--- config.mk ---
export PLATFORM = sky130hd
export DESIGN_NAME = rgg_div
export DESIGN_NICKNAME = d
export VERILOG_FILES = /design/src/rtl/rgg_pkg.sv /design/src/rtl/rgg_div.sv
export SDC_FILE = /design/constraint.sdc
export NUM_CORES = 2
export LEC_CHECK = 0
export BUFFER_PORTS_ARGS = -buffer_cell sky130_fd_sc_hd__buf_2
export CORE_UTILIZATION = 55
export CTS_BUF_LIST = sky130_fd_sc_hd__clkbuf_8
export CTS_CLUSTER_DIAMETER = 100
export DETAILED_ROUTE_END_ITERATION = 10
export PLACE_DENSITY = 0.74
export SLEW_MARGIN = 10
export SYNTH_ARGS = -nofsm -noshare
export SYNTH_HDL_FRONTEND = slang
export SYNTH_SLANG_ARGS = --single-unit
--- constraint.sdc ---
create_clock -name clk -period 3.4 [get_ports clk]
set_input_delay 0.51 -clock clk [delete_from_list [all_inputs] [get_ports clk]]
set_output_delay 0.51 -clock clk [all_outputs]
set_load 0.1 [all_outputs]
--- src/rtl/rgg_pkg.sv ---
// ----------------------------------------------------------------------------
// rgg_pkg
// Shared types, constants and elaboration-time tables for the radial
// gradient pixel generator.
// ----------------------------------------------------------------------------
package rgg_pkg;

	localparam int COORD_BITS  = 12;
	localparam int COLOUR_BITS = 16;
	localparam int PIX_W       = 12;
	localparam int CH_W        = 16;
	localparam int CFG_W       = 64;
	localparam int IDX_W       = 3;

	localparam int SQRT_STAGES = 16;  // two root bits per stage
	localparam int DIV_STEPS   = 17;  // one quotient bit per stage
	localparam int POW_STEPS   = 16;

	localparam logic [PIX_W-1:0] COORD_MASK = PIX_W'((64'd1 << COORD_BITS) - 64'd1);
	localparam logic [CH_W-1:0]  CH_MAX     = CH_W'((64'd1 << COLOUR_BITS) - 64'd1);
	localparam logic [16:0]      T_ONE      = 17'h10000;

	typedef enum logic [IDX_W-1:0] {
		REG_ROW_X,
		REG_ROW_Y,
		REG_CENTRE,
		REG_RADII,
		REG_GAMMA,
		REG_START_COLOUR,
		REG_END_COLOUR
	} reg_idx_t;

	typedef enum logic [1:0] {
		CLS_INNER,
		CLS_OUTER,
		CLS_MID
	} cls_t;

	typedef struct packed {
		logic [63:0] row_x;
		logic [63:0] row_y;
		logic [63:0] centre;
		logic [63:0] r1sq;
		logic [63:0] r2sq;
		logic        r_le;
	} geom_cfg_t;

	typedef struct packed {
		logic [33:0] rem;
		logic [31:0] root;
	} sq_t;

	typedef logic [30:0] root_tab_t [POW_STEPS];

	// one step of the digit-by-digit square root
	function automatic sq_t sqrt_step(input sq_t a, input logic [1:0] bb);
		logic [35:0] cur;
		logic [35:0] trial;
		sq_t r;
		cur   = {a.rem, bb};
		trial = {2'b00, a.root, 2'b01};
		if (cur >= trial) begin
			r.rem  = 34'(cur - trial);
			r.root = {a.root[30:0], 1'b1};
		end else begin
			r.rem  = cur[33:0];
			r.root = {a.root[30:0], 1'b0};
		end
		return r;
	endfunction

	function automatic logic [31:0] isqrt64(input logic [63:0] v);
		sq_t s;
		s = '0;
		for (int i = 31; i >= 0; i--) begin
			s = sqrt_step(s, v[2*i+1 -: 2]);
		end
		return s.root;
	endfunction

	// Q30 roots 2^(2^-k), k = 1..16
	function automatic root_tab_t calc_roots();
		root_tab_t tab;
		logic [31:0] r;
		r = isqrt64(64'd1 << 61);
		for (int k = 0; k < POW_STEPS; k++) begin
			tab[k] = r[30:0];
			r = isqrt64({2'b00, r, 30'b0});
		end
		return tab;
	endfunction

	localparam root_tab_t EXP_ROOTS = calc_roots();

endpackage

--- src/rtl/rgg_div.sv ---
// ----------------------------------------------------------------------------
// rgg_div
// Clamps the root into the ring and divides by the ring width, giving the
// linear gradient position in Q1.16. Restoring divider, one bit per stage.
// ----------------------------------------------------------------------------
module rgg_div (
	input  logic          clk,
	input  logic          arst_n,
	input  logic          en,
	input  logic          in_vld,
	input  logic [31:0]   root,
	input  rgg_pkg::cls_t in_cls,
	input  logic [31:0]   r_in,
	input  logic [31:0]   r_out,
	output logic          out_vld,
	output logic [16:0]   q,
	output rgg_pkg::cls_t out_cls
);

	localparam int NS = rgg_pkg::DIV_STEPS;

	logic [31:0] den;
	logic [32:0] den_x;
	logic [31:0] a;

	logic [32:0]   rem_s [NS+1];
	logic [16:0]   q_s   [NS+1];
	rgg_pkg::cls_t cls_s [NS+1];
	logic [NS:0]   vld_s;

	assign den   = r_out - r_in;
	assign den_x = {1'b0, den};

	always_comb begin
		if (root < r_in) begin
			a = '0;
		end else if (root > r_out) begin
			a = den;
		end else begin
			a = root - r_in;
		end
	end

	always_ff @(posedge clk or negedge arst_n) begin
		if (!arst_n) begin
			vld_s[0] <= 1'b0;
		end else if (en) begin
			vld_s[0] <= in_vld;
		end
	end

	always_ff @(posedge clk) begin
		if (en) begin
			rem_s[0] <= {1'b0, a};
			q_s[0]   <= '0;
			cls_s[0] <= in_cls;
		end
	end

	for (genvar j = 0; j < NS; j++) begin : g_step
		logic [32:0] cur;
		logic        ge;

		if (j == 0) begin : g_first
			assign cur = rem_s[j];
		end else begin : g_next
			assign cur = {rem_s[j][31:0], 1'b0};
		end
		assign ge = cur >= den_x;

		always_ff @(posedge clk or negedge arst_n) begin
			if (!arst_n) begin
				vld_s[j+1] <= 1'b0;
			end else if (en) begin
				vld_s[j+1] <= vld_s[j];
			end
		end

		always_ff @(posedge clk) begin
			if (en) begin
				rem_s[j+1] <= ge ? 33'(cur - den_x) : cur;
				q_s[j+1]   <= {q_s[j][15:0], ge};
				cls_s[j+1] <= cls_s[j];
			end
		end
	end

	assign out_vld = vld_s[NS];
	assign q       = q_s[NS];
	assign out_cls = cls_s[NS];

endmodule

==> results_dict.tcl <==
set metrics [dict create \
    cp-end-kind "register" \
    ant_nets 0 \
    power_w 0.0993 \
    initial_core_util_pct 55.6 \
    track_usage_pct 34.6 \
    async_flop_share_pct 2.40 \
    numPortBuffers 121 \
    violations "negative setup slack" \
    setup_viol 529 \
    dieWidth_um 326 \
    drv_cap 0 \
    r2r_setup_slack_ns -0.81 \
    relSlewSlack_pct 55.6 \
    hold_path.class "in -> async" \
    ir_drop_mv 0.817 \
    p_per_area_nw_per_um2 1210 \
    cts-root-buf "clkbuf_8" \
    timing.rr.start "rem_s[10][1]$_DFFE_PP_" \
    drtIter0Drc 4047 \
    fmax_ghz 0.199 \
    row_count 118 \
    setup_slack_ns -1.62 \
    cts_max_level 4 \
    min_period_over_period_pct 148 \
    grt_pass1_wl_mm 291 \
    critPathLaunchType "input pin" \
    r2r_end "rem_s[11][30]$_DFFE_PP_" \
    cts_tree "built" \
    layout_common_cells "1865 x buf_4, 733 x edfxtp_1, 576 x ha_1" \
    yosysSeqAreaShare_pct 38.9 \
    synth_ff_type "edfxtp_1" \
    firstDrtPassIters 6 \
    crit_type "in -> reg" \
    cp_num_buf_inv 3 \
    skew_ns 0.0671 \
    ys_ff_latch 751 \
    cp_max_fo 8 \
    coreArea_um2 104000 \
    p_leak_nw 36.9 \
    period_minus_slack_ns 5.02 \
    drive_gt1_share_pct 34.9 \
    grt_max_degree 106 \
    cts_sinks 751 \
    synthCells 5946 \
    area_growth_pct 42.1 \
    vias 56540 \
    routabilityCongestion 0.977 \
    die_height_um 326 \
    reg2reg_depth 13 \
    final_common_cell "buf_4" \
    grt.overflow.total 0 \
    synth.net_count 6686 \
    final-hold-violation-count 0 \
    tightest_slew_ns 0.666 \
    syn_area_per_cell_um2 9.71 \
    yosysWarnings 0 \
    finalMaxSlewViolations 0 \
    clk_latency_ns 0.87 \
    fin_util_pct 79.1 \
    drcViolationCount 0 \
    crit_family "compound AO/OA/AOI/OAI gates" \
    synth_edf_count 733 \
    numCtsBuffers 136 \
    clk_pin_slew_ns 0.06 \
    routedWlPerCell_um 20.5 \
    vias_per_cell 5.89 \
    crit_slowest_cell "a2111o_1" \
    nets 8849 \
    ys_types 90 \
    cts_buffer_depth 3 \
    status "finished with violations" \
    io_pins 122 \
    wl_mm 197 \
    antenna_found_initial 13 \
    rsz0062_at_grt "yes" \
    crit_arrival_ns 5.59 \
    netlist_area_um2 57700 \
    max_stage_delay_ns 0.42 \
    required_ns 3.97 \
    dpl.hpwl_mm 142 \
    die_area_um2 106000 \
    first_global_vias 56015 \
]
[synthesized netlist by cell type, types with 74 or more instances]
library cell | number | area [um2]
clkbuf_1 | 102 | 383
o21bai_1 | 105 | 788
ha_1 | 620 | 7760
nand3_1 | 93 | 465
xor2_1 | 217 | 1900
nand2_1 | 571 | 2140
mux2_2 | 113 | 1270
inv_1 | 236 | 886
a21oi_1 | 548 | 2740
nor2_1 | 381 | 1430
nand4_1 | 80 | 500
o21ai_0 | 554 | 2770
xnor2_1 | 298 | 2610
edfxtp_1 | 733 | 22000
nor2b_1 | 74 | 463
a21o_1 | 272 | 2040
[cells by family after synthesis]
logic type | after synthesis | share of synthesized area [%]
flops | 751 | 38.9
compound gates | 1963 | 21.3
buf+inv | 389 | 2.75
xor+xnor | 515 | 7.81
fa+ha+maj | 662 | 14.5
simple gates | 1543 | 12.4
mux | 123 | 2.38
[per-stage QoR]
| stage | TNS (ns) | area [um2] | hold WS [ns] | worst slack [ns] | cells |
|---|---|---|---|---|---|
| floorplan | -967.63 | 58500 | 0.214 | -2.06 | 5946 |
| global placement | -1317.79 | 75300 | 0.400 | -2.76 | 9219 |
| detailed placement | -1409.93 | 75300 | 0.405 | -2.91 | 9219 |
| CTS | -728.47 | 79300 | 0.0893 | -1.57 | 9508 |
| global route | -825.37 | 82000 | 0.140 | -1.74 | 9598 |
| finish | -741.00 | 82100 | 0.123 | -1.62 | 9603 |
[registers in the layout (all words and copies together) (netlist names)]
register	cells
out_vld	1
vld_s	17
rem_s	544
q_s	153
cls_s	36
[area by class of cell]
type	instances	area, um2
well taps	1380	1730
inverters	237	906
clock buffers	141	1940
diodes	7	17.5
flip-flops and latches	751	22500
fillers	6595	21700
clock inverters	104	696
repair buffers	2176	18000
multi-input cells	4807	36300
[how the worst max path moves through the flow]
stage                                          to  startpoint  cells past startpoint
final                     rem_s[11][30]$_DFFE_PP_    r_out[0]                     25
after global routing      rem_s[11][30]$_DFFE_PP_    r_out[0]                     25
after CTS                  rem_s[9][22]$_DFFE_PP_    r_out[0]                     32
after detailed placement    rem_s[9][1]$_DFFE_PP_    r_out[0]                     29
after global placement     rem_s[7][23]$_DFFE_PP_    r_out[1]                     26
after floorplan            rem_s[4][18]$_DFFE_PP_    r_out[0]                     25
[report_power, final]
part | switching (W) | leakage, nW | total [W] | internal, W
registers | 0.00308 | 7.40 | 0.0199 | 0.0168
clock network | 0.00418 | 1.48 | 0.00867 | 0.00449
logic | 0.0343 | 28.0 | 0.0707 | 0.0364
total | 0.0416 | 36.9 | 0.0993 | 0.0577
[timing repair]
action | CTS | global route
pin swaps | 60 | 86
resized for setup | 175 | 404
buffers inserted | 32 | 68
endpoints found under the setup margin | 530 | 530
endpoints found under the hold margin | 21 | 0
cloned | 8 | 23
hold buffers | 4 | 0
[layer usage]
layer  part of all wire [%]  track usage [%]  vias up
met4                    7.4             21.1       10
met3                    7.0             6.03      788
met2                     48             60.3     2159
met1                     37             39.5    26927
li1                       -                -    26656
met5                  0.039                0        -
(Power assumes the default switching activity.)
