**src/rtl/rgg_pkg.sv**
```systemverilog
// ----------------------------------------------------------------------------
// rgg_pkg
// Shared types, constants and elaboration-time tables for the radial
// gradient pixel generator.
// ----------------------------------------------------------------------------
package rgg_pkg;

	localparam int COORD_BITS  = 12;
	localparam int COLOUR_BITS = 16;
	localparam int PIX_W       = 12;
	localparam int CH_W        = 16;
	localparam int CFG_W       = 64;
	localparam int IDX_W       = 3;

	localparam int SQRT_STAGES = 16;  // two root bits per stage
	localparam int DIV_STEPS   = 17;  // one quotient bit per stage
	localparam int POW_STEPS   = 16;

	localparam logic [PIX_W-1:0] COORD_MASK = PIX_W'((64'd1 << COORD_BITS) - 64'd1);
	localparam logic [CH_W-1:0]  CH_MAX     = CH_W'((64'd1 << COLOUR_BITS) - 64'd1);
	localparam logic [16:0]      T_ONE      = 17'h10000;

	typedef enum logic [IDX_W-1:0] {
		REG_ROW_X,
		REG_ROW_Y,
		REG_CENTRE,
		REG_RADII,
		REG_GAMMA,
		REG_START_COLOUR,
		REG_END_COLOUR
	} reg_idx_t;

	typedef enum logic [1:0] {
		CLS_INNER,
		CLS_OUTER,
		CLS_MID
	} cls_t;

	typedef struct packed {
		logic [63:0] row_x;
		logic [63:0] row_y;
		logic [63:0] centre;
		logic [63:0] r1sq;
		logic [63:0] r2sq;
		logic        r_le;
	} geom_cfg_t;

	typedef struct packed {
		logic [33:0] rem;
		logic [31:0] root;
	} sq_t;

	typedef logic [30:0] root_tab_t [POW_STEPS];

	// one step of the digit-by-digit square root
	function automatic sq_t sqrt_step(input sq_t a, input logic [1:0] bb);
		logic [35:0] cur;
		logic [35:0] trial;
		sq_t r;
		cur   = {a.rem, bb};
		trial = {2'b00, a.root, 2'b01};
		if (cur >= trial) begin
			r.rem  = 34'(cur - trial);
			r.root = {a.root[30:0], 1'b1};
		end else begin
			r.rem  = cur[33:0];
			r.root = {a.root[30:0], 1'b0};
		end
		return r;
	endfunction

	function automatic logic [31:0] isqrt64(input logic [63:0] v);
		sq_t s;
		s = '0;
		for (int i = 31; i >= 0; i--) begin
			s = sqrt_step(s, v[2*i+1 -: 2]);
		end
		return s.root;
	endfunction

	// Q30 roots 2^(2^-k), k = 1..16
	function automatic root_tab_t calc_roots();
		root_tab_t tab;
		logic [31:0] r;
		r = isqrt64(64'd1 << 61);
		for (int k = 0; k < POW_STEPS; k++) begin
			tab[k] = r[30:0];
			r = isqrt64({2'b00, r, 30'b0});
		end
		return tab;
	endfunction

	localparam root_tab_t EXP_ROOTS = calc_roots();

endpackage

```
**src/rtl/rgg_isqrt.sv**
```systemverilog
// ----------------------------------------------------------------------------
// rgg_isqrt
// Pipelined 64-bit integer square root, two result bits per stage.
// ----------------------------------------------------------------------------
module rgg_isqrt (
	input  logic          clk,
	input  logic          arst_n,
	input  logic          en,
	input  logic          in_vld,
	input  logic [63:0]   dsq,
	input  rgg_pkg::cls_t in_cls,
	output logic          out_vld,
	output logic [31:0]   root,
	output rgg_pkg::cls_t out_cls
);

	localparam int NST = rgg_pkg::SQRT_STAGES;

	rgg_pkg::sq_t  acc_s  [NST];
	logic [63:0]   dist_s [NST];
	rgg_pkg::cls_t cls_s  [NST];
	logic [NST-1:0] vld_s;

	for (genvar j = 0; j < NST; j++) begin : g_st
		rgg_pkg::sq_t  a_in, st1, st2;
		logic [63:0]   d_in;
		rgg_pkg::cls_t c_in;
		logic          v_in;

		if (j == 0) begin : g_first
			assign a_in = '0;
			assign d_in = dsq;
			assign c_in = in_cls;
			assign v_in = in_vld;
		end else begin : g_next
			assign a_in = acc_s[j-1];
			assign d_in = dist_s[j-1];
			assign c_in = cls_s[j-1];
			assign v_in = vld_s[j-1];
		end

		assign st1 = rgg_pkg::sqrt_step(a_in, d_in[63-4*j -: 2]);
		assign st2 = rgg_pkg::sqrt_step(st1, d_in[61-4*j -: 2]);

		always_ff @(posedge clk or negedge arst_n) begin
			if (!arst_n) begin
				vld_s[j] <= 1'b0;
			end else if (en) begin
				vld_s[j] <= v_in;
			end
		end

		always_ff @(posedge clk) begin
			if (en) begin
				acc_s[j]  <= st2;
				dist_s[j] <= d_in;
				cls_s[j]  <= c_in;
			end
		end
	end

	assign out_vld = vld_s[NST-1];
	assign root    = acc_s[NST-1].root;
	assign out_cls = cls_s[NST-1];

endmodule

```
**config.mk**
```make
export PLATFORM = sky130hd
export DESIGN_NAME = rgg_isqrt
export DESIGN_NICKNAME = d
export VERILOG_FILES = /design/src/rtl/rgg_pkg.sv /design/src/rtl/rgg_isqrt.sv
export SDC_FILE = /design/constraint.sdc
export NUM_CORES = 2
export LEC_CHECK = 0
export ABC_CLOCK_PERIOD_IN_PS = 9200
export BUFFER_PORTS_ARGS = -buffer_cell sky130_fd_sc_hd__buf_2
export CAP_MARGIN = 5
export CORE_MARGIN = 2
export CORE_UTILIZATION = 65
export CTS_BUF_LIST = sky130_fd_sc_hd__clkbuf_2
export DETAILED_ROUTE_END_ITERATION = 8
export HOLD_SLACK_MARGIN = 0.1
export PLACE_DENSITY_LB_ADDON = 0.25
export SYNTH_ARGS = -nofsm -noshare
export SYNTH_HDL_FRONTEND = slang
export SYNTH_SLANG_ARGS = --single-unit
```
**constraint.sdc**
```tcl
create_clock -name clk -period 9.2 [get_ports clk]
set_input_delay 2.3 -clock clk [delete_from_list [all_inputs] [get_ports clk]]
set_output_delay 2.3 -clock clk [all_outputs]
set_load 0.01 [all_outputs]
```
==> metrics.yaml <==
run_status:
  status: "finished clean"
synthesis:
  yosys_warnings: 0
  synth_cell_types: 114
  yosysTopAreaCell: "edfxtp_1"
  netlist.area_leader.share_pct: 45.9
  synth-async-reset-ratio_pct: 1.24
  synthFlopType: "edfxtp_1"
  synth_cells: 8113
  synth_area_leaders: "edfxtp_1 (46%), ha_1 (8.4%), xnor2_1 (5.0%)"
  syn_area_um2: 83200
  ys_seq_elements: 1287
  synth_edf_count: 1271
  avgSynthCellArea_um2: 10.3
  ys_seq_area_share_pct: 46.4
job:
  cap_viol_max_count: 0
pwr:
  power_leakage_nw: 35.5
  p_int_mw: 14.0
  switching_share_pct: 41.9
  clkPwrFrac_pct: 16.4
  vdd_drop_max_mv: 0.177
  p_switching_mw: 10.1
  powerDensity_nw_per_um2: 274
  p_comb_share_pct: 47.6
  pwr-share-seq_pct: 36.0
final_layout:
  fill_cells: 9867
  ff_latch_area_um2: 38600
  fin_nets: 8991
  area_growth_syn_to_layout_pct: 5.92
  drive_gt1_share_pct: 10.5
  multi_input_area_um2: 41700
grt:
  grt_pass1_wl_mm: 347
  grt_max_degree: 186
  grt_overflow: 0
  grt_use_total_pct: 33.8
  grt_antenna_before_repair: 3
  grt_pass1_vias: 63060
routing:
  drt-total-wl_mm: 225
  wl_per_cell_um: 22.0
  routed_via_density: 6.36
  antenna_left: 0
  first_iter_violations: 6380
  drc: 0
  firstDrtPassIters: 6
  route.vias.total: 65255
timing:
  drv_slew: 0
  setup_viol: 0
  tns_ns: 0
  max_freq_mhz: 129
  timing.final.crit_share_pct: 84.3
  slew_headroom_pct: 18.8
  rsz0062_at_grt: "no"
  timing.hold.ws_ns: 0.311
  fin_worst_skew_ns: 0.200
  finalHoldViolCount: 0
  fin_crit_ns: 7.75
  worst_pin_slew_ns: 1.22
placement:
  port_buffers: 104
  hpwlAfterDp_mm: 173
  gp_congestion: 0.977
clocking:
  postCtsResizedCells: 0
  root_buffer: "clkbuf_2"
  hold_buffers: 0
  clock-sinks: 1287
  clkTransAtPathRegs_ns: 0.11
  insertion_delay_ns: 1.78
  htree_levels: 5
  post_cts_buffers: 0
  cts_tree: "built"
  cts_buffers: 334
  clk_path_buf_depth: 4
floorplanning:
  die_h_um: 362
  start_util_pct: 65.3
  core_area_um2: 127000
  die_x_um: 362
  pin_count: 105
  dieArea_um2: 131000
  row_count: 131
critical_path:
  worstPathCellList: "ha_1, a2111oi_0, nand3_1, a211oi_1, nand3_2, inv_1, o21ai_0, ha_1, a21o_1, a21o_1, a21oi_1, o21ai_0, a221oi_1, o211a_1, a21bo_2, nand4_2, mux2_2"
  worst-endpoint-required_ns: 10.57
  crit_fanout: 37
  worstSetupPathType: "register to register"
  start_kind: "register"
  critical-path-max-stage-delay_ns: 0.87
  arrival_ns: 9.12
  cp-end-kind: "register"
  slowest_stage: "nand4_2"
min_path:
  hold_path.class: "register to register"
==> layout by cell type (no fill, tap or decap), types with 40 or more instances in the layout <==
master	instances
edfxtp_1	1271
a21oi_1	640
nand2_1	623
nor2_1	610
ha_1	558
inv_1	494
xnor2_1	474
clkbuf_2	455
o21ai_0	404
xor2_1	297
a21o_1	268
nor3_1	191
nand3_1	179
nand4_1	143
nor4_1	107
mux2_2	106
buf_2	103
o21a_1	93
nor2b_1	89
or3_1	86
nand2b_1	85
and3_1	80
clkinv_1	73
o21bai_1	68
a31oi_1	63
or2_2	62
and2_1	59
o31ai_1	58
a211oi_1	55
o211ai_1	53
or4_1	44
buf_4	40
==> routing by layer <==
layer  GRT usage [%]  part of all wire, %  up-vias
met1            40.8                   38    30841
met3            5.21                  6.6      722
met2            57.6                   49     2786
li1                -                    -    30904
met4            19.8                  6.1        2
met5               0               0.0040        -
==> registers in the layout (all words and copies together) (netlist names) <==
register   flops
g_st.v_in     15
out_vld        1
dist_s       480
acc_s        759
cls_s         32
==> through the flow <==
step                cells  power (mW)  setup WS, ns  util, %  instance area (um^2)
floorplan            8115        16.8          3.07        -                 83200
global placement     9689        19.8          1.79     66.8                 85100
detailed placement   9689        20.0          1.59     66.8                 85100
CTS                 10253        24.0          1.53     69.2                 88100
global route        10259        25.6         0.805     69.2                 88100
finish              10263        24.2          1.45     69.2                 88100
==> worst paths after layout <==
kind,slack [ns],endpoint,start,cells after the start
max in group asynchronous,8.32,g_st[4].v_in,arst_n,1
min in group asynchronous,0.50,g_st[6].v_in,arst_n,1
setup reg to reg,1.45,acc_s[1][172],acc_s[1][117],17
hold reg to reg,0.31,dist_s[1][82],dist_s[1][18],0
hold / removal,0.31,dist_s[1][82],dist_s[1][18],0
setup / recovery,1.45,acc_s[1][172],acc_s[1][117],17
==> cell type report <==
type / count / share of cell area [%]
multi-input combinational: 6092 / 47.3
tap: 1662 / 2.36
clock inverter: 109 / 0.799
timing repair buffer: 148 / 1.04
antenna: 10 / 0.0284
inverter: 500 / 2.13
sequential: 1287 / 43.8
clock buffer: 455 / 2.58
==> worst max-delay path: cells and delay by family (launching register included) <==
kind	cells	cell delay [ns]
compound gates	10	3.17
simple gates	3	1.49
mux	1	0.64
fa+ha+maj	2	0.92
flops	1	0.43
buf+inv	1	0.76
==> cell families after synthesis <==
group / synth area share, %
and+or+nand+nor: 15.6
AOI/OAI and AO/OA: 16.0
DFF: 46.4
xor gates and xnor gates: 8.12
buffers and inverters: 3.58
adders and majority gates: 8.39
muxes: 1.88
other: 0.00451
==> synth_stat cells, types with 30 or more instances <==
| library cell | n |
|---|---|
| nand4_1 | 143 |
| o211ai_1 | 53 |
| edfxtp_1 | 1271 |
| o21a_1 | 93 |
| clkbuf_1 | 151 |
| and3_1 | 80 |
| xor2_1 | 297 |
| nor2_1 | 610 |
| buf_4 | 36 |
| or4_1 | 44 |
| or3_1 | 86 |
| ha_1 | 558 |
| nor4_1 | 107 |
| a21oi_1 | 640 |
| o21ai_0 | 404 |
| xnor2_1 | 474 |
| mux2_2 | 106 |
| a21o_1 | 268 |
| or2_2 | 62 |
| nor3_1 | 191 |
| a31oi_1 | 64 |
| inv_1 | 494 |
| nor2b_1 | 89 |
| nand2_1 | 623 |
| and2_1 | 59 |
| nand2b_1 | 85 |
| o31a_1 | 31 |
| nand3_1 | 179 |
| o21bai_1 | 68 |
| a21boi_0 | 32 |
| o31ai_1 | 59 |
| a211oi_1 | 55 |
| nor3b_1 | 30 |
==> power by group through the flow <==
| stage | sequential (mW) | combinational (mW) | clock (mW) |
|---|---|---|---|
| after floorplan | 8.31 | 8.54 | 0 |
| after global placement | 8.77 | 11.0 | 0 |
| after detailed placement | 8.79 | 11.2 | 0 |
| after CTS | 8.67 | 11.3 | 4.06 |
| after global routing | 8.76 | 12.6 | 4.32 |
| final | 8.68 | 11.5 | 3.97 |
Note: power is estimated with default switching activity, not from simulation.
